File: src/rtl/core/pofs_fifo.sv
// Small register queue between the command front end and the record sequencer.
module pofs_fifo #(
  parameter int WIDTH = 8,
  parameter int DEPTH = 4
) (
  input  logic             clk,
  input  logic             rst_n,
  input  logic             push,
  input  logic [WIDTH-1:0] wdata,
  output logic             full,
  input  logic             pop,
  output logic [WIDTH-1:0] rdata,
  output logic             nempty
);

  localparam int AW = $clog2(DEPTH);
  localparam int CW = $clog2(DEPTH + 1);

  logic [WIDTH-1:0] mem_r [DEPTH];
  logic [AW-1:0]    wr_ptr_r, rd_ptr_r;
  logic [CW-1:0]    count_r;
  logic             do_push, do_pop;

  assign full    = (count_r == CW'(DEPTH));
  assign nempty  = (count_r != '0);
  assign do_push = push && !full;
  assign do_pop  = pop && nempty;
  assign rdata   = mem_r[rd_ptr_r];

  // Storage
  always_ff @(posedge clk) begin
    if (do_push) begin
      mem_r[wr_ptr_r] <= wdata;
    end
  end

  // Pointers and fill count
  always_ff @(posedge clk) begin
    if (!rst_n) begin
      wr_ptr_r <= '0;
      rd_ptr_r <= '0;
      count_r  <= '0;
    end else begin
      if (do_push) begin
        wr_ptr_r <= (wr_ptr_r == AW'(DEPTH - 1)) ? '0 : wr_ptr_r + AW'(1);
      end
      if (do_pop) begin
        rd_ptr_r <= (rd_ptr_r == AW'(DEPTH - 1)) ? '0 : rd_ptr_r + AW'(1);
      end
      if (do_push && !do_pop) begin
        count_r <= count_r + CW'(1);
      end else if (do_pop && !do_push) begin
        count_r <= count_r - CW'(1);
      end
    end
  end

endmodule

File: config.mk
export PLATFORM = sky130hd
export DESIGN_NAME = pofs_fifo
export DESIGN_NICKNAME = d
export VERILOG_FILES = /design/src/rtl/core/pofs_fifo.sv
export SDC_FILE = /design/constraint.sdc
export NUM_CORES = 1
export LEC_CHECK = 0
export BUFFER_PORTS_ARGS = -buffer_cell sky130_fd_sc_hd__buf_2
export CORE_UTILIZATION = 40
export CTS_BUF_LIST = sky130_fd_sc_hd__clkbuf_4 sky130_fd_sc_hd__clkbuf_8
export DETAILED_ROUTE_END_ITERATION = 10
export PLACE_DENSITY = 0.63
export SLEW_MARGIN = 20
export SYNTH_ARGS = -nofsm -noshare
export SYNTH_HDL_FRONTEND = slang
export SYNTH_SLANG_ARGS = --single-unit
File: constraint.sdc
create_clock -name clk -period 3.9 [get_ports clk]
set_input_delay 0.585 -clock clk [delete_from_list [all_inputs] [get_ports clk]]
set_output_delay 0.585 -clock clk [all_outputs]
set_load 0.02 [all_outputs]
# --- Word-level counts from Yosys, hierarchy flattened ---
# Memory sizes are Yosys's and may differ from the RTL's. A register that Yosys moved wholly into a read port is not among the register bits.
# Index checks and enable logic that the tools add are counted.
word_totals:
  n_memories: 1
  ff_bits: 7
  input_bits: 12
  word_cells: 28
  mem_bits_rw: 32
  output_inout_bits: 10
memory_table:
  columns: ["name", "depth", "word_bits", "rd", "rd_ports_with_merged_regs", "wr", "line", "text"]
  rows:
  - ["mem_r", 4, 8, 1, 1, 1, "19", "logic [WIDTH-1:0] mem_r [DEPTH];"]
op_classes:
  n_eq_ne: 3
  mux: 8
  reduce_logical: 9
  add_sub_neg: 4
ops:
  columns: ["operator", "n"]
  rows:
  - ["$mux W2", 4]
  - ["$mux W3", 2]
  - ["$add A2 B1 Y2 const B", 2]
  - ["$eq A2 B2 Y1 const B", 2]
  - ["$logic_and A1 B1 Y1", 4]
  - ["$add A3 B1 Y3 const B", 1]
  - ["$eq A3 B3 Y1 const B", 1]
  - ["$logic_not A1 Y1", 3]
  - ["$reduce_bool A3 Y1", 1]
  - ["$sub A3 B1 Y3 const B", 1]
  - ["$mux W1", 2]
  - ["$reduce_bool A2 Y1", 1]

# --- Longest topological paths before layout ---
depth:
  word_depth: 7
  mapped_depth: 9
  ltp_nobuf: 8

# --- Least setup slack after synthesis ---
# No wires, ideal clock.
synth_path:
  path_type: "reg-to-reg"
  startpoint: "reg count_r[0]"
  endpoint: "reg count_r[2]"
  setup_time_ns: 0.076
  setup_slack_ns: 1.811
  t_arrival_ns: 2.014
  n_path_buf: 0
  stages_incl_launch_ff: 8
  synth_period_minus_slack_ns: 2.089
  cell_sequence: "dfxtp_1 > o31ai_1 > ha_1 > inv_1 > fa_1 > xor2_1 > or3_1 > a21boi_0"
synth_between:
  elab_chain_len: 6
  elab_cells_between_ends: 14
  classes_between: "add/sub (2); eq/ne (1); mux (2); reduce/logical (9)"
synth_lines:
  columns: ["element", "line", "text"]
  rows:
  - ["start: declaration", "21", "logic [CW-1:0] count_r;"]
  - ["start signal: assignment", "51", "count_r <= count_r + CW'(1);"]
  - ["start signal: assignment", "53", "count_r <= count_r - CW'(1);"]
  - ["parallel branches: the longest is 6 deep, another holds $sub A3 B1 Y3", null, null]
# Several ways; the timed one is not identified. The select of a mux whose other input is x is not followed.
# A chain may end at the register's enable or synchronous reset.

# --- Worst setup path after layout ---
# Same ends and word-level chain as after synthesis.

==> impl_summary.txt <==
----------------------------------------------------
[Timing]
  Worst slew margin relative to its limit ... 0.6061
  Max Clock Freq ... roughly 420 MHz
  Final count of hold timing violations ... 0
  Pin slew with the least headroom to its limit ... roughly 0.59 ns
  Max-slew violation count ... 0
  Final sum of negative setup slack ... 0 ns
  Clock period minus worst slack ... approximately 2.4 ns
  Clock skew ... slightly below 0.004 ns
  Post-route clock period utilization ... 0.6090
  Worst hold slack across all endpoints ... a little over 0.5 ns
  Unrepaired setup endpoints after global routing ... no
  Final count of negative-setup-slack endpoints ... 0

[Critical path]
  Launch point of the critical path ... count_r[0]
  Kind of start point of the critical path ... flip-flop
  Type of the worst setup path ... reg2reg
  Cell breakdown of the critical path ... o31ai_1, ha_1, inv_1, fa_1, xor2_1, or3_1, a21boi_0
  Slowest cell delay on critical path ... between 0.5 and 0.6 ns
  Reg-to-reg startpoint ... count_r[0]
  CP max stage cell ... o31ai_1
  Arrival time of the worst setup path ... ~2.6 ns
  Critical path peak fanout ... 5
  CP Data Required Time ... 4.12 ns
  Slack of the worst reg-to-reg path ... around 1.5 ns
  Crit path capture type ... flip-flop

[Layout]
  Area growth, synth to finish ... 14.33%
  Area of all placed cells without fillers ... about 1900 um^2
  Nets ... between 100 and 150
  Fraction of final layout cells with drive strength greater than 1 ... 0.3305
  Fraction of the core area covered by cells at the end of the flow ... 0.4914
  N_diodes ... 0
  Number of fill cells in the layout ... around 330

[Route]
  Final routed wire length divided by cell count ... 15.33 um
  Post-detailed-route DRC marker count ... 0
  Total wirelength of the detailed-routed design ... roughly 2500 um
  First-pass detailed-route iteration total ... 4
  Number of vias per cell after detailed routing ... 5.042
  Number of DRC markers in iteration 0 ... 47
  Via count ... 837
  Number of nets still failing antenna checks after routing ... 0

[Clocking]
  Clk pin slew, worst setup/hold paths ... around 0.070 ns
  H-tree depth ... 2
  Number of clock sinks ... approximately 40
  Cts-stage hold buffer count ... 0
  Later-pin clock latency in the skew report ... around 0.29 ns
  CTS tree ... done
  Post-CTS Repair Setup Buffers ... 0
  Clock root buffer ... clkbuf_8
  CTS-repair resized insts ... 0
  Number of buffers created by CTS ... 5
  Maximum count of clock buffers along a single path ... 2

[Yosys]
  Avg Synthesized Cell Area ... 17.56 um^2
  Post-Synth XOR/XNOR Area ... 0.01073
  Yosys top cell by area ... edfxtp_1
  Most frequent cells after synthesis ... edfxtp_1 (32), dfxtp_1 (9), mux4_2 (8)
  Multiplexer share of the synthesized area ... 0.1287
  Top-area cell type share of the netlist area ... 0.5885
  Synthesized Nets ... between 100 and 150
  Post-synthesis cell area ... ~1600 um^2
  Commonest register cell after synthesis ... edfxtp_1
  Fraction of the mapped netlist area in compound gates ... 0.01839
  Simple-gate share of the synthesized area ... 0.06743
  Sequential cell area fraction in the yosys report ... 0.6989
  Arithmetic-cell share of the synthesized area counting full adders, half adders and majority gates ... 0.05824
  Most frequently used cell type in the post-synthesis netlist ... edfxtp_1
  Register bit total from synthesis ... 41
  Number of distinct standard cells referenced by the synthesized netlist ... 23
  Number of flops mapped to enable cells by yosys ... 32
  Combinational family with the most area after synthesis ... multiplexers
  Number of warning messages in the yosys log ... 0
  Cell count after synthesis ... 93
  Synth top area cells ... edfxtp_1 (59%), dfxtp_1 (11%), mux4_2 (11%)
  Asr flop ratio synth ... 0

[Floorplan]
  Floorplan die height ... roughly 66 um
  Die area ... approximately 4300 um^2
  Row cnt ... 22
  DIE WIDTH ... ~66 um
  Standard cell core area ... 3799 um^2
  Number of placed I/O pins ... 22
  Starting density of the core ... 0.4298

[Min path]
  Worst hold-check path type ... in2reg
  Critical hold path startpoint ... wdata[5]

[Global route]
  Total congestion overflow after global routing ... 0
  Pin count of the biggest net entering global routing ... 14
  First-pass GRT wire length ... roughly 4200 um
  Antenna violations before repair ... 0
  Number of global-route vias before repair ... between 800 and 900
  Total global routing track utilization ... 0.1445

[Place]
  HPWL after detailed placement ... between 1500 and 2000 um
  Final weighted congestion in routability-driven placement ... 0.6639
  Total cell area at the placement stage ... ~1800 um^2
  Port Buffers ... 21

[Power]
  Largest vdd supply drop ... about 270 uV
  Leakage power of the design ... 0.6783 nW
  Overall power after layout ... between 0.001 and 0.0015 W
  Power per unit of standard cell area ... ~630 nW/um^2

[Run]
  MaxCap Viol Count ... 0

[Run status]
  Run status ... complete, no violations

----------------------------------------------------
power breakdown:
group / internal [W] / total, W / switching (W)
clock: 0.000123 / 0.000265 / 0.000141
combinational: 0.000150 / 0.000316 / 0.000165
sequential: 0.000538 / 0.000597 / 0.0000593
total: 0.000811 / 0.00118 / 0.000366
layout by cell type (no fill, tap or decap), drive strengths merged:
cell,count
a21boi,1
and2,5
buf,21
clkbuf,5
clkinv,2
clkinvlp,1
dfxtp,9
edfxtp,32
fa,1
ha,6
inv,3
mux2i,3
mux4,8
nand2,6
nand3,2
nor2,2
nor2b,2
nor3b,1
o21ai,3
o31ai,1
or3,2
xnor2,1
xor2,1
path summary, 6_finish.rpt:
check | end | cells past startpoint
worst max-delay path | count_r[2] | 7
worst min-delay path | mem_r[1][5] | 1
worst max register to register | count_r[2] | 7
worst min register to register | wr_ptr_r[1] | 2
critical path: cells and delay by family, from the launching register on:
family / cells / cell delay (ns)
AO/OA/AOI/OAI: 2 / 0.72
XOR/XNOR: 1 / 0.16
adder cells (fa/ha/maj): 2 / 0.68
buffers and inverters: 1 / 0.06
flip-flops: 1 / 0.39
AND/OR/NAND/NOR: 1 / 0.29
layer usage:
layer | wire length, um | track usage | vias to the layer above
met3 | 114 | 0.06552 | 5
met5 | 0 | 0 | -
li1 | - | - | 393
met4 | 52 | 0.06522 | 0
met2 | 1334 | 0.2385 | 15
met1 | 1043 | 0.1579 | 424
state kept, by name, indices dropped and copies added, names as in the netlist, named ones only:
name      flops
rd_ptr_r      2
wr_ptr_r      2
count_r       3
mem_r        32
cell type report:
class,count,area (um^2),area share
clock buffers,5,68.82,0.03686
repair buffers,21,105.1,0.05630
clock inverters,3,17.52,0.009383
multi-input cells,45,462.9,0.2480
well taps,48,60.06,0.03217
flip-flops and latches,41,1141,0.6113
inverters,3,11.26,0.006032
per-stage QoR:
stage | setup WS (ns) | cells
after floorplan | 1.811 | 93
after global placement | 1.528 | 158
after detailed placement | 1.414 | 158
after CTS | 1.497 | 166
after global routing | 1.272 | 166
final | 1.525 | 166
kinds of logic after synthesis:
kind of cell             Yosys count
AND/OR/NAND/NOR                   20
buffers and inverters              7
adder cells (fa/ha/maj)            7
multiplexers                      11
XOR/XNOR                           2
flip-flops                        41
AO/OA/AOI/OAI                      5
No activity file was read; power rests on OpenSTA's default activity.
