`src/rtl/core/pofs_pkg.sv`:
```
// Shared types, codes and the divide-by-three digit step for the path outline block.
package pofs_pkg;

  // Path command codes; codes above finish are ignored
  typedef enum logic [2:0] {
    CMD_MOVE   = 3'd0,
    CMD_LINE   = 3'd1,
    CMD_QUAD   = 3'd2,
    CMD_CUBIC  = 3'd3,
    CMD_FINISH = 3'd4
  } cmd_t;

  // Tag record codes
  typedef enum logic [1:0] {
    TAG_BEGIN  = 2'd0,
    TAG_END    = 2'd1,
    TAG_LINE   = 2'd2,
    TAG_BEZIER = 2'd3
  } tag_t;

  // Record kinds
  localparam logic REC_TAG   = 1'b0;
  localparam logic REC_POINT = 1'b1;

  // Long division by three runs one byte digit per pipeline stage
  localparam int DIGIT_W = 8;

  // 683 / 2048 approximates 1/3 closely enough for any value below 768
  localparam logic [19:0] RECIP3 = 20'd683;

  // Record plan of one queued item: optional begin, 0..3 points, optional tag
  typedef struct packed {
    logic       has_begin;
    logic [1:0] npts;
    logic       has_tag;
    tag_t       tag;
  } rec_ctl_t;

  typedef struct packed {
    logic [DIGIT_W-1:0] q;
    logic [1:0]         r;
  } div3_digit_t;

  // One digit of long division by three: (rem * 256 + digit) / 3, remainder kept
  function automatic div3_digit_t div3_digit(input logic [1:0] rem_in,
                                             input logic [DIGIT_W-1:0] digit);
    logic [9:0]  v;
    logic [19:0] prod;
    logic [9:0]  three_q;
    div3_digit_t res;
    v       = {rem_in, digit};
    prod    = 20'(v) * RECIP3;
    res.q   = prod[18:11];
    three_q = {2'b00, res.q} + {1'b0, res.q, 1'b0};
    res.r   = 2'(v - three_q);
    return res;
  endfunction

endpackage

```
`src/rtl/core/pofs_back.sv`:
```
// Record sequencer: walks a queued item's plan and drives the registered result port.
module pofs_back import pofs_pkg::*; #(
  parameter int W = 32
) (
  input  logic              clk,
  input  logic              rst_n,
  input  logic              head_valid,
  input  rec_ctl_t          head_ctl,
  input  logic [3:0][W-1:0] head_px,
  input  logic [3:0][W-1:0] head_py,
  output logic              pop,
  output logic              out_valid,
  input  logic              out_stall,
  output logic              out_rec_kind,
  output logic [1:0]        out_tag_code,
  output logic [W-1:0]      out_pt_x,
  output logic [W-1:0]      out_pt_y,
  output logic              out_last
);

  logic [2:0]   cnt_r;
  logic         out_valid_r;
  logic         kind_r, last_r;
  logic [1:0]   tag_r;
  logic [W-1:0] x_r, y_r;

  logic [2:0]   total, j;
  logic [1:0]   pidx;
  logic         emit, rec_last;
  logic         kind_c;
  logic [1:0]   tag_c;
  logic [W-1:0] x_c, y_c;

  // Current record of the head item
  always_comb begin
    total    = 3'(head_ctl.has_begin) + 3'(head_ctl.npts) + 3'(head_ctl.has_tag);
    j        = cnt_r - 3'(head_ctl.has_begin);
    pidx     = 2'(j) + 2'd1;
    rec_last = (cnt_r == total - 3'd1);
    kind_c   = REC_TAG;
    tag_c    = head_ctl.tag;
    x_c      = '0;
    y_c      = '0;
    priority if (head_ctl.has_begin && cnt_r == 3'd0) begin
      tag_c = TAG_BEGIN;
      x_c   = head_px[0];
      y_c   = head_py[0];
    end else if (j < 3'(head_ctl.npts)) begin
      kind_c = REC_POINT;
      tag_c  = 2'd0;
      x_c    = head_px[pidx];
      y_c    = head_py[pidx];
    end else begin
      // closing tag of the item
      kind_c = REC_TAG;
    end
  end

  assign emit = head_valid && (!out_valid_r || !out_stall);
  assign pop  = emit && rec_last;

  // Record counter within the head item
  always_ff @(posedge clk) begin
    if (!rst_n) begin
      cnt_r <= '0;
    end else if (emit) begin
      cnt_r <= rec_last ? 3'd0 : cnt_r + 3'd1;
    end
  end

  // Output register
  always_ff @(posedge clk) begin
    if (!rst_n) begin
      out_valid_r <= 1'b0;
    end else if (!out_valid_r || !out_stall) begin
      out_valid_r <= emit;
    end
  end

  always_ff @(posedge clk) begin
    if (emit) begin
      kind_r <= kind_c;
      tag_r  <= tag_c;
      x_r    <= x_c;
      y_r    <= y_c;
      last_r <= rec_last;
    end
  end

  assign out_valid    = out_valid_r;
  assign out_rec_kind = kind_r;
  assign out_tag_code = tag_r;
  assign out_pt_x     = x_r;
  assign out_pt_y     = y_r;
  assign out_last     = last_r;

endmodule

```
`config.mk`:
```
export PLATFORM = sky130hd
export DESIGN_NAME = pofs_back
export DESIGN_NICKNAME = d
export VERILOG_FILES = /design/src/rtl/core/pofs_pkg.sv /design/src/rtl/core/pofs_back.sv
export SDC_FILE = /design/constraint.sdc
export NUM_CORES = 1
export LEC_CHECK = 0
export ABC_AREA = 1
export ABC_CLOCK_PERIOD_IN_PS = 3800
export BUFFER_PORTS_ARGS = -buffer_cell sky130_fd_sc_hd__buf_2
export CAP_MARGIN = 20
export CORE_AREA = 5 5 126 128
export CTS_CLUSTER_DIAMETER = 150
export DETAILED_ROUTE_END_ITERATION = 6
export DIE_AREA = 0 0 131 133
export HOLD_SLACK_MARGIN = 0.08
export PLACE_DENSITY_LB_ADDON = 0.05
export SLEW_MARGIN = 30
export SYNTH_ARGS = -nofsm -noshare
export SYNTH_HDL_FRONTEND = slang
export SYNTH_SLANG_ARGS = --single-unit
```
`constraint.sdc`:
```
create_clock -name clk -period 3.8 [get_ports clk]
set_input_delay 0.76 -clock clk [delete_from_list [all_inputs] [get_ports clk]]
set_output_delay 0.76 -clock clk [all_outputs]
set_load 0.01 [all_outputs]
```
### After elaboration in Yosys (flattened, before gate mapping)

Cells that the tools add are included.

| operators by class | value |
|---|---|
| add/sub/neg operators | 6 |
| $mul | 0 |
| div/mod/pow operators | 0 |
| $lt $le $gt $ge | 2 |
| eq/ne operators | 1 |
| shift-type cells | 0 |
| muxes and demuxes | 10 |
| bitwise logic cells | 0 |
| reduce and logical (&&, ||, !) cells | 8 |

Operators by type and width:

| cell | number |
|---|---|
| $mux 32 | 6 |
| $bmux 32 s2 | 2 |
| $add 1x2->3 | 1 |
| $add 3x1->3 | 1 |
| $add 3x1->3 const B | 1 |
| $eq 3x3->1 | 1 |
| $logic_and 1x1->1 | 3 |
| $logic_not 3->1 | 1 |
| $lt 2x3->1 const B | 1 |
| $lt 3x2->1 | 1 |
| $mux 3 | 1 |
| $sub 3x1->3 | 1 |
| $sub 3x1->3 const B | 1 |
| $add 2x1->2 const B | 1 |
| $logic_not 1->1 | 2 |
| $reduce_or 2->1 | 1 |
| $logic_or 1x1->1 | 1 |
| $mux 1 | 1 |

| storage, ports and cells | value |
|---|---|
| bits in registers | 72 |
| latch bits | 0 |
| bits in writable memories | 0 |
| memory bits (read-only) | 0 |
| bits of input ports | 266 |
| output and inout bits | 70 |
| memories kept | 0 |

### Longest topological paths before layout

Gate-level depths: netlist of the first run.

| logic depth | value |
|---|---|
| word-level depth | 6 |
| gate-level depth with buffers | 14 |
| mapped depth without buffers | 14 |

### Worst setup path before layout of the first run

Ideal clock, no wire load.

| timing | value |
|---|---|
| kind | in2out |
| from | in out_stall |
| to | out pop |
| data arrival time | 2689 ps |
| setup slack | 351 ps |
| cell stages on the path | 5 |
| path buffers | 0 |
| path through | nand2_1 > nand2_1 > inv_1 > nand3_1 > inv_1 |

| between the ends | value |
|---|---|
| cells in the longest elaborated chain, start to end | 4 |

Ends and longest elaborated chain:

| item | line | RTL |
|---|---|---|
| start, declared | pofs_back.sv:13 | `input logic out_stall,` |
| $logic_not 1->1 | pofs_back.sv:59 | `assign emit = head_valid && (!out_valid_r \|\| !out_stall);` |
| $logic_or 1x1->1 | pofs_back.sv:59 |  |
| $logic_and 1x1->1 | pofs_back.sv:59 |  |
| via emit | pofs_back.sv:29 | `logic emit, rec_last;` |
| $logic_and 1x1->1 | pofs_back.sv:60 | `assign pop = emit && rec_last;` |
| end, declared | pofs_back.sv:11 | `output logic pop,` |

The timed path passes the listed nets, and every way through them passes these cells.

### Final worst setup path of the first run

| timing | value |
|---|---|
| from | in head_ctl[5] in the netlist's numbering |
| to | out pop |

| between the ends | value |
|---|---|
| cells in the longest elaborated chain, start to end | 5 |

Ends and longest elaborated chain:

| item | line | RTL |
|---|---|---|
| start, declared | pofs_back.sv:8 | `input rec_ctl_t head_ctl,` |
| $add 1x2->3 | pofs_back.sv:36 | `total = 3'(head_ctl.has_begin) + 3'(head_ctl.npts) + 3'(head_ctl.has_tag);` |
| $add 3x1->3 | pofs_back.sv:36 |  |
| $sub 3x1->3 | pofs_back.sv:39 | `rec_last = (cnt_r == total - 3'd1);` |
| $eq 3x3->1 | pofs_back.sv:39 |  |
| $logic_and 1x1->1 | pofs_back.sv:60 |  |

Every way passes these cells.

==> results of run 1 <==
power by group through the flow:
stage	combinational, W	clock, W	sequential (W)
after detailed placement	0.00130	0	0.00107
after floorplan	0.000768	0	0.00113
after global routing	0.00146	0.000878	0.00107
final	0.00129	0.000818	0.00106
after global placement	0.00130	0	0.00107
after CTS	0.00131	0.000841	0.00106
sequential cells by signal, summed over array words and instances (netlist names):
register      flops
out_valid         1
out_pt_x         32
out_rec_kind      1
out_tag_code      2
cnt_r             3
out_pt_y         32
out_last          1
layout make-up:
type / instances / share of cell area (%)
multi-input combinational: 624 / 37.6
inverter: 22 / 1.14
clock buffer: 16 / 3.90
sequential: 72 / 29.4
antenna: 4 / 0.139
timing repair buffer: 345 / 24.6
tap: 188 / 3.26
cells in the final DEF, fill, tap and decap left out, types with 4 or more instances in the layout:
| cell type | count |
|---|---|
| sky130_fd_sc_hd__nand2_1 | 534 |
| sky130_fd_sc_hd__buf_2 | 335 |
| sky130_fd_sc_hd__edfxtp_1 | 68 |
| sky130_fd_sc_hd__a22oi_1 | 64 |
| sky130_fd_sc_hd__inv_1 | 16 |
| sky130_fd_sc_hd__clkbuf_16 | 9 |
| sky130_fd_sc_hd__buf_4 | 8 |
| sky130_fd_sc_hd__ha_1 | 7 |
| sky130_fd_sc_hd__inv_2 | 6 |
| sky130_fd_sc_hd__nor2_1 | 6 |
| sky130_fd_sc_hd__diode_2 | 4 |
| sky130_fd_sc_hd__clkbuf_1 | 4 |
| sky130_fd_sc_hd__dfxtp_1 | 4 |
worst max-delay path, stage by stage:
cell,delay [ns]
sky130_fd_sc_hd__buf_2,0.11
sky130_fd_sc_hd__inv_1,0.04
sky130_fd_sc_hd__ha_1,0.26
sky130_fd_sc_hd__inv_1,0.05
sky130_fd_sc_hd__ha_1,0.13
sky130_fd_sc_hd__inv_1,0.05
sky130_fd_sc_hd__fa_1,0.50
sky130_fd_sc_hd__inv_1,0.04
sky130_fd_sc_hd__nand2_1,0.06
sky130_fd_sc_hd__nand2_1,0.05
sky130_fd_sc_hd__nor2_1,0.11
sky130_fd_sc_hd__nand3_1,0.12
sky130_fd_sc_hd__inv_1,0.06
sky130_fd_sc_hd__buf_2,0.12
kinds of logic (layout without fill, tap and decap cells):
kind of cell / Yosys count / in the layout / share of synthesized area [%]
adders and majority gates: 8 / 8 / 2.10
and+or+nand+nor: 548 / 548 / 40.6
buffers and inverters: 68 / 383 / 5.87
xor gates and xnor gates: 2 / 2 / 0.343
other: 0 / 4 / 0
DFF: 72 / 72 / 41.5
AOI/OAI and AO/OA: 66 / 66 / 9.64
metrics by stage:
stage	hold slack, ns	util [%]	area, sq um	power, W
after global routing	0.539	49.0	7220	0.00340
after detailed placement	0.494	47.0	6930	0.00238
after global placement	0.490	47.0	6930	0.00237
final	0.503	49.0	7220	0.00316
after floorplan	0.509	-	5110	0.00190
after CTS	0.507	48.9	7210	0.00321
path summary, 6_finish.rpt:
kind                from      endpoint
min reg2reg    out_valid     out_valid
max          head_ctl[5]           pop
max reg2reg     cnt_r[0]  out_pt_y[24]
min            out_valid     out_valid
metal layers:
metal	up-vias	wire (um)
met4	2	499
li1	3068	-
met3	30	1690
met5	-	7
met1	2590	7650
met2	229	9970
==> run summary, run 1 <==
Clock tree synthesis found a total of 72 sinks. The busiest metal layer after global routing is met2. The clock share of power is 25.9%.

The distinct cell type count after synthesis came out at 19. The number of nets in the synthesized netlist is 1038. The count of flip-flops with a built-in enable after synthesis is 68. The number of DRC markers in iteration 0 is 297. STA classifies the critical path startpoint as an input pin. Routability-driven placement finished with a final weighted congestion of 0.824. During synthesis, Yosys emitted a total of 0 warnings.

The sum of overflow across all layers after global routing came out at 0. The area of the die came out at 17400 sq um. Across the VDD grid, the largest voltage drop is 0.000188 V. The average via count per standard cell is 4.66. At the later pin of the worst-skew pair, clock insertion delay measures 0.34 ns. Registers take 2120 sq um. The synthesized instance count is 764. The first-pass GRT wire length came out at 29400 um. The number of cells after detailed placement came out at 1251. Setup repair after global routing left no endpoint under its margin.

The post-placement setup slack came out at 0.581 ns. The floorplan step defined a core boundary enclosing 14800 sq um. The area growth from synthesis to layout is 41.2%. For this block, the via count after detailed routing is 5919. The final count of hold timing violations came out at 0. The buffer depth of the longest clock path came out at 2. The shortest period the worst path allows came out at 3.21 ns. The filler-free cell count of the finished design came out at 1271.

The required time at the worst-slack endpoint is 3.04 ns. The row count came out at 45. The detailed placer's ending HPWL is 14400 um.

The count of input and output buffers is 335. The type of element capturing the critical path is an output port. The clock-pin slew on the worst setup and hold paths came out at 0.06 ns.

The via count of the first global-routing pass came out at 5595. The detailed-route DRC error count is 0. The final setup skew came out at 0.00625 ns. The fraction of final layout cells with drive strength greater than 1 is 33.9%.

The maximum number of pins on one net before global-route repair came out at 69. The fraction of registers with async set or reset after synthesis came out at 0%. Setup violations remaining at the end of the flow were counted as 0.

In this run the cell area of the synthesized design comes to 5110 sq um. The worst path setup slack after routing came out at 0.586 ns. The slew at the pin with the worst max-slew slack is 0.938 ns.

In the synthesized netlist the dominant register cell turns out to be sky130_fd_sc_hd__edfxtp_1. Registers are responsible for 33.4% of the overall power. CTS placed an instance of sky130_fd_sc_hd__clkbuf_16 at the clock tree root. The largest area contributor in the netlist is sky130_fd_sc_hd__edfxtp_1. The internal cell power came out at 0.00200 W. The global-route total usage across every layer is 21.8%.

The buffer count from post-CTS setup fixing is 0. The post-cts sizing count is 0. The type of the tightest min-delay check is flop to flop.

The fraction of power spent switching nets came out at 36.8%. In the final routed layout, each cell accounts on average for 15.6 um. Buffers inserted during clock tree synthesis total 9. The first detailed-routing pass ran for 5 iterations. The multi-input combinational cell area is 2710 sq um. The layout has 1625 filler cells. The portion of the post-synthesis area used by sequential elements is 41.5%. The routed wire length is 19800 um. The fraction of the cycle the final worst path needs is 84.6%.

TritonCTS built the clock tree. The H-tree was split into 3 levels. For flop-to-flop paths, the worst setup slack is 1.26 ns. The leakage power of the design came out at 4.16 nW.

The global routing usage on met3 is 5.65%. The fraction of post-synthesis cell area in the top cell type by area is 39.9%. The number of primary I/O pins is 336. The max capacitance violation total is 0. The commonest cells after synthesis are sky130_fd_sc_hd__nand2_1 (534), sky130_fd_sc_hd__edfxtp_1 (68), sky130_fd_sc_hd__a22oi_1 (64). The maximum frequency from static timing analysis came out at 311 MHz. The post-route antenna net violation count came out at 0.

For this configuration, the core starts out at a cell density of 34.7%. The number of cells on the worst reg-to-reg path came out at 10. After the last flow step, the layout net total stands at 1348. The global-route met1 utilization came out at 25.1%. After synthesis the netlist holds a flip-flop and latch count of 72.

The number of cells traversed by the worst hold path came out at 2. In this run the power density over the cells is 438 nW/um^2. Along the worst path, the maximum fanout reaches 3. The arrival time of the worst setup path came out at 2.45 ns.

The die span in x came out at 131 um. In this run the power spent charging and discharging nets is 0.00116 W. The vertical die dimension came out at 133 um. The fraction of power consumed by combinational cells came out at 40.7%. The count of final max-slew check failures is 0. The worst slew slack as a fraction of its limit came out at 37.5%. After synthesis, the cell types taking the most area are sky130_fd_sc_hd__edfxtp_1 (40%), sky130_fd_sc_hd__nand2_1 (39%), sky130_fd_sc_hd__a22oi_1 (9.4%), sky130_fd_sc_hd__ha_1 (1.7%), sky130_fd_sc_hd__dfxtp_1 (1.6%). The run finished with clean final reports. The worst setup path is of the input pin to output port kind. The most frequently used cell type in the post-synthesis netlist is sky130_fd_sc_hd__nand2_1. The initial antenna violation count is 5. The average instance area after synthesis came out at 6.69 sq um.

The total negative slack came out at 0 ns. The met2 track demand over resource in global routing is 37.6%. The number of hold buffers added after CTS came out at 0.
No activity file was read; power rests on OpenSTA's default activity.
==> run 2, diff against run 1 <==
- ABC_CLOCK_PERIOD_IN_PS: 3800 -> 2900
- CORE_AREA: 5 5 126 128 -> 5 5 128 130
- DIE_AREA: 0 0 131 133 -> 0 0 133 135
- clock period: 3.8 -> 2.9 ns (I/O delays scaled with it)
==> run summary, run 2 (synthesized netlist as in run 1, its figures left out) <==
The average wire per cell in the routed design is 15.4 um (-1.5%). TritonCTS built the clock tree. The fraction of power consumed by combinational cells came out at 41.7% (+1.0 points).

The detailed placer's ending HPWL is 14200 um (-1.6%). The initial antenna violation count is 0 (-5). The flow ran to the end, and the final reports show no timing, DRC or antenna violations. The buffer count from post-CTS setup fixing came out at 0 (unchanged). The fraction of the cycle the final worst path needs came out at 96.8%. The count of fill cells added during filler insertion came out at 1624 (-0.062%). The final weighted congestion of routability-driven global placement came out at 0.817 (-0.87%).

The post-route antenna net violation count is 0 (unchanged). The first-pass iteration count of the detailed router came out at 5 (unchanged). The multi-input combinational cell area is 2750 sq um (+1.2%).

The starting density of the core came out at 34.0% (-0.65 points). The total number of cells along the worst setup path was 14 (unchanged). The final cell utilization of the core is 48.6% (-0.33 points). The final count of negative-setup-slack endpoints came out at 0 (unchanged).

The maximum fanout along the worst path came out at 2 (-1). The routed wire length is 19500 um (-1.6%). The row count came out at 45 (unchanged). The commonest non-fill, non-tap cell in the layout is sky130_fd_sc_hd__nand2_1. The antenna diode instance count came to 0 (-4). The cell family contributing the most delay on the critical path is adder cells. The total area of sequential cells is 2120 sq um (unchanged). The area of the core region is 15000 sq um (+1.9%). The clock-pin slew on the worst setup and hold paths came out at 0.06 ns (about the same).

The final setup skew was 0.00717 ns (+0.000918 ns). The slew at the pin with the worst max-slew slack is 0.678 ns (-0.260 ns). The worst slew slack as a fraction of its limit came to 54.8% (+17 points). The filler-free cell count of the finished design is 1269 (-0.16%).

The critical path is of the input pin to output port type. The signal on the critical path passes through buf_8 -> inv_4 -> ha_4 -> inv_2 -> ha_4 -> inv_2 -> fa_1 -> inv_1 -> nand2_1 -> nand2_1 -> nor2_2 -> nand3_2 -> inv_1 -> buf_2. The number of vias after detailed routing is 5880 (-0.66%). The largest individual stage delay along the critical path comes from the cell sky130_fd_sc_hd__fa_1.

The average via count per standard cell came out at 4.63 (-0.50%). The fraction of final layout cells with drive strength greater than 1 came out at 34.7% (+0.77 points). The via count of the first global-routing pass is 5787 (+3.4%). The sum of overflow across all layers after global routing is 0 (unchanged).

The CTS H-tree depth was 3 (unchanged). The worst setup path is launched from an input pin. The number of primary I/O pins is 336 (unchanged). The buffer depth of the longest clock path is 2 (unchanged). The number of hold buffers added after CTS is 0 (unchanged). The global-route total usage across every layer came to 21.0% (-0.78 points). The number of cells after detailed placement came out at 1253 (+0.16%).

The count of input and output buffers is 335 (unchanged). The detailed-route DRC error count is 0 (unchanged). The internal cell power came out at 0.00262 W (+31%). The power density over the cells was 565 nW/um^2 (+29%). The delay contributed by the slowest stage of the critical path came out at 0.54 ns (+0.04 ns). STA classifies the critical path endpoint as an output port.

The maximum number of pins on one net before global-route repair came to 69 (unchanged). Timing would allow up to 356 MHz. The clock share of power is 24.9% (-1.0 points). The arrival time of the worst setup path is 2.23 ns (-0.22 ns). The clock tree root driver cell is sky130_fd_sc_hd__clkbuf_16. The total number of nets in the final design is 1350 (+0.15%). Setup repair after global routing could not meet its margin everywhere. The number of sinks on the clock net is 72 (unchanged).

The final count of hold timing violations is 0 (unchanged). The area of the die came to 18000 sq um (+3.1%). The area growth from synthesis to layout came out at 42.9%. The count of final max-slew check failures came to 0 (unchanged). The largest voltage drop on the vdd net is 0.000268 V (+42%). The fraction of power spent switching nets is 36.5% (-0.30 points). The die span in x is 133 um (+1.5%). The leakage power of the design was 4.18 nW (+0.37%). The vertical die dimension is 135 um (+1.5%). The type of the tightest min-delay check is flop to flop. The switching power summed over all nets is 0.00151 W (+30%). In the layout the commonest cells are sky130_fd_sc_hd__nand2_1 (534), sky130_fd_sc_hd__buf_2 (333), sky130_fd_sc_hd__edfxtp_1 (68).

The number of DRC markers in iteration 0 came to 339 (+14%). The number of cells traversed by the worst hold path is 2 (unchanged). The first-pass GRT wire length came out at 29900 um (+1.9%). The sum of buffers and inverters on the critical path is 7 (unchanged).

The required time at the worst-slack endpoint is 2.32 ns (-0.72 ns). Subtracting the final worst setup slack from the clock period gives 2.81 ns. The clock latency on the worst-skew pair was 0.33 ns (about the same).

The max capacitance violation total was 0 (unchanged). The clock buffer count from CTS is 9 (unchanged). The sequential share of power came out at 33.4% (about the same). The number of cells on the worst reg-to-reg path is 11 (+1).
==> run 2: power by group through the flow <==
| stage | clock (W) | combinational, W | sequential (W) |
|---|---|---|---|
| after floorplan | 0 | 0.00101 | 0.00148 |
| after global placement | 0 | 0.00173 | 0.00140 |
| after detailed placement | 0 | 0.00173 | 0.00140 |
| after CTS | 0.00106 | 0.00174 | 0.00138 |
| after global routing | 0.00111 | 0.00196 | 0.00140 |
| final | 0.00103 | 0.00172 | 0.00138 |
==> run 2: final timing paths <==
path / startpoint / to / slack (ns)
setup / recovery: head_ctl[5] / pop / 0.09
hold / removal: out_valid / out_valid / 0.50
setup reg to reg: cnt_r[0] / out_pt_y[4] / 0.54
hold reg to reg: out_valid / out_valid / 0.50
==> run 2: final cells by class <==
class / instances / area share, %
clock buffer: 16 / 3.71
inverter: 22 / 1.22
multi-input combinational: 624 / 37.6
sequential: 72 / 29.0
tap: 188 / 3.22
timing repair buffer: 347 / 25.2
==> run 2: through the flow <==
stage / cell area [sq um] / hold WS (ns) / power, W / worst slack (ns) / TNS, ns
floorplan: 5120 / 0.509 / 0.00249 / 0.164 / 0
global placement: 6990 / 0.488 / 0.00313 / 0.0935 / 0
detailed placement: 6990 / 0.502 / 0.00313 / 0.0864 / 0
CTS: 7260 / 0.489 / 0.00418 / 0.0797 / 0
global route: 7310 / 0.504 / 0.00446 / -0.0318 / -0.0318
finish: 7310 / 0.501 / 0.00413 / 0.0919 / 0
==> run 2: per-layer routing <==
| metal | up-vias | wire length, um | track usage, % |
|---|---|---|---|
| li1 | 3073 | - | - |
| met1 | 2570 | 7620 | 24.1 |
| met2 | 216 | 9910 | 37.5 |
| met3 | 21 | 1620 | 6.22 |
| met4 | 0 | 351 | 6.70 |
| met5 | - | 0 | 0 |
==> run 2: worst min-delay path: stages, from the launching register on <==
cell	delay [ns]
sky130_fd_sc_hd__dfxtp_1	0.31
sky130_fd_sc_hd__nand2_1	0.07
sky130_fd_sc_hd__a21boi_0	0.07
==> run 2: repair_timing <==
item	CTS	global route
endpoints found under the hold margin	0	0
gates resized for setup	0	13
endpoints found under the setup margin	0	1
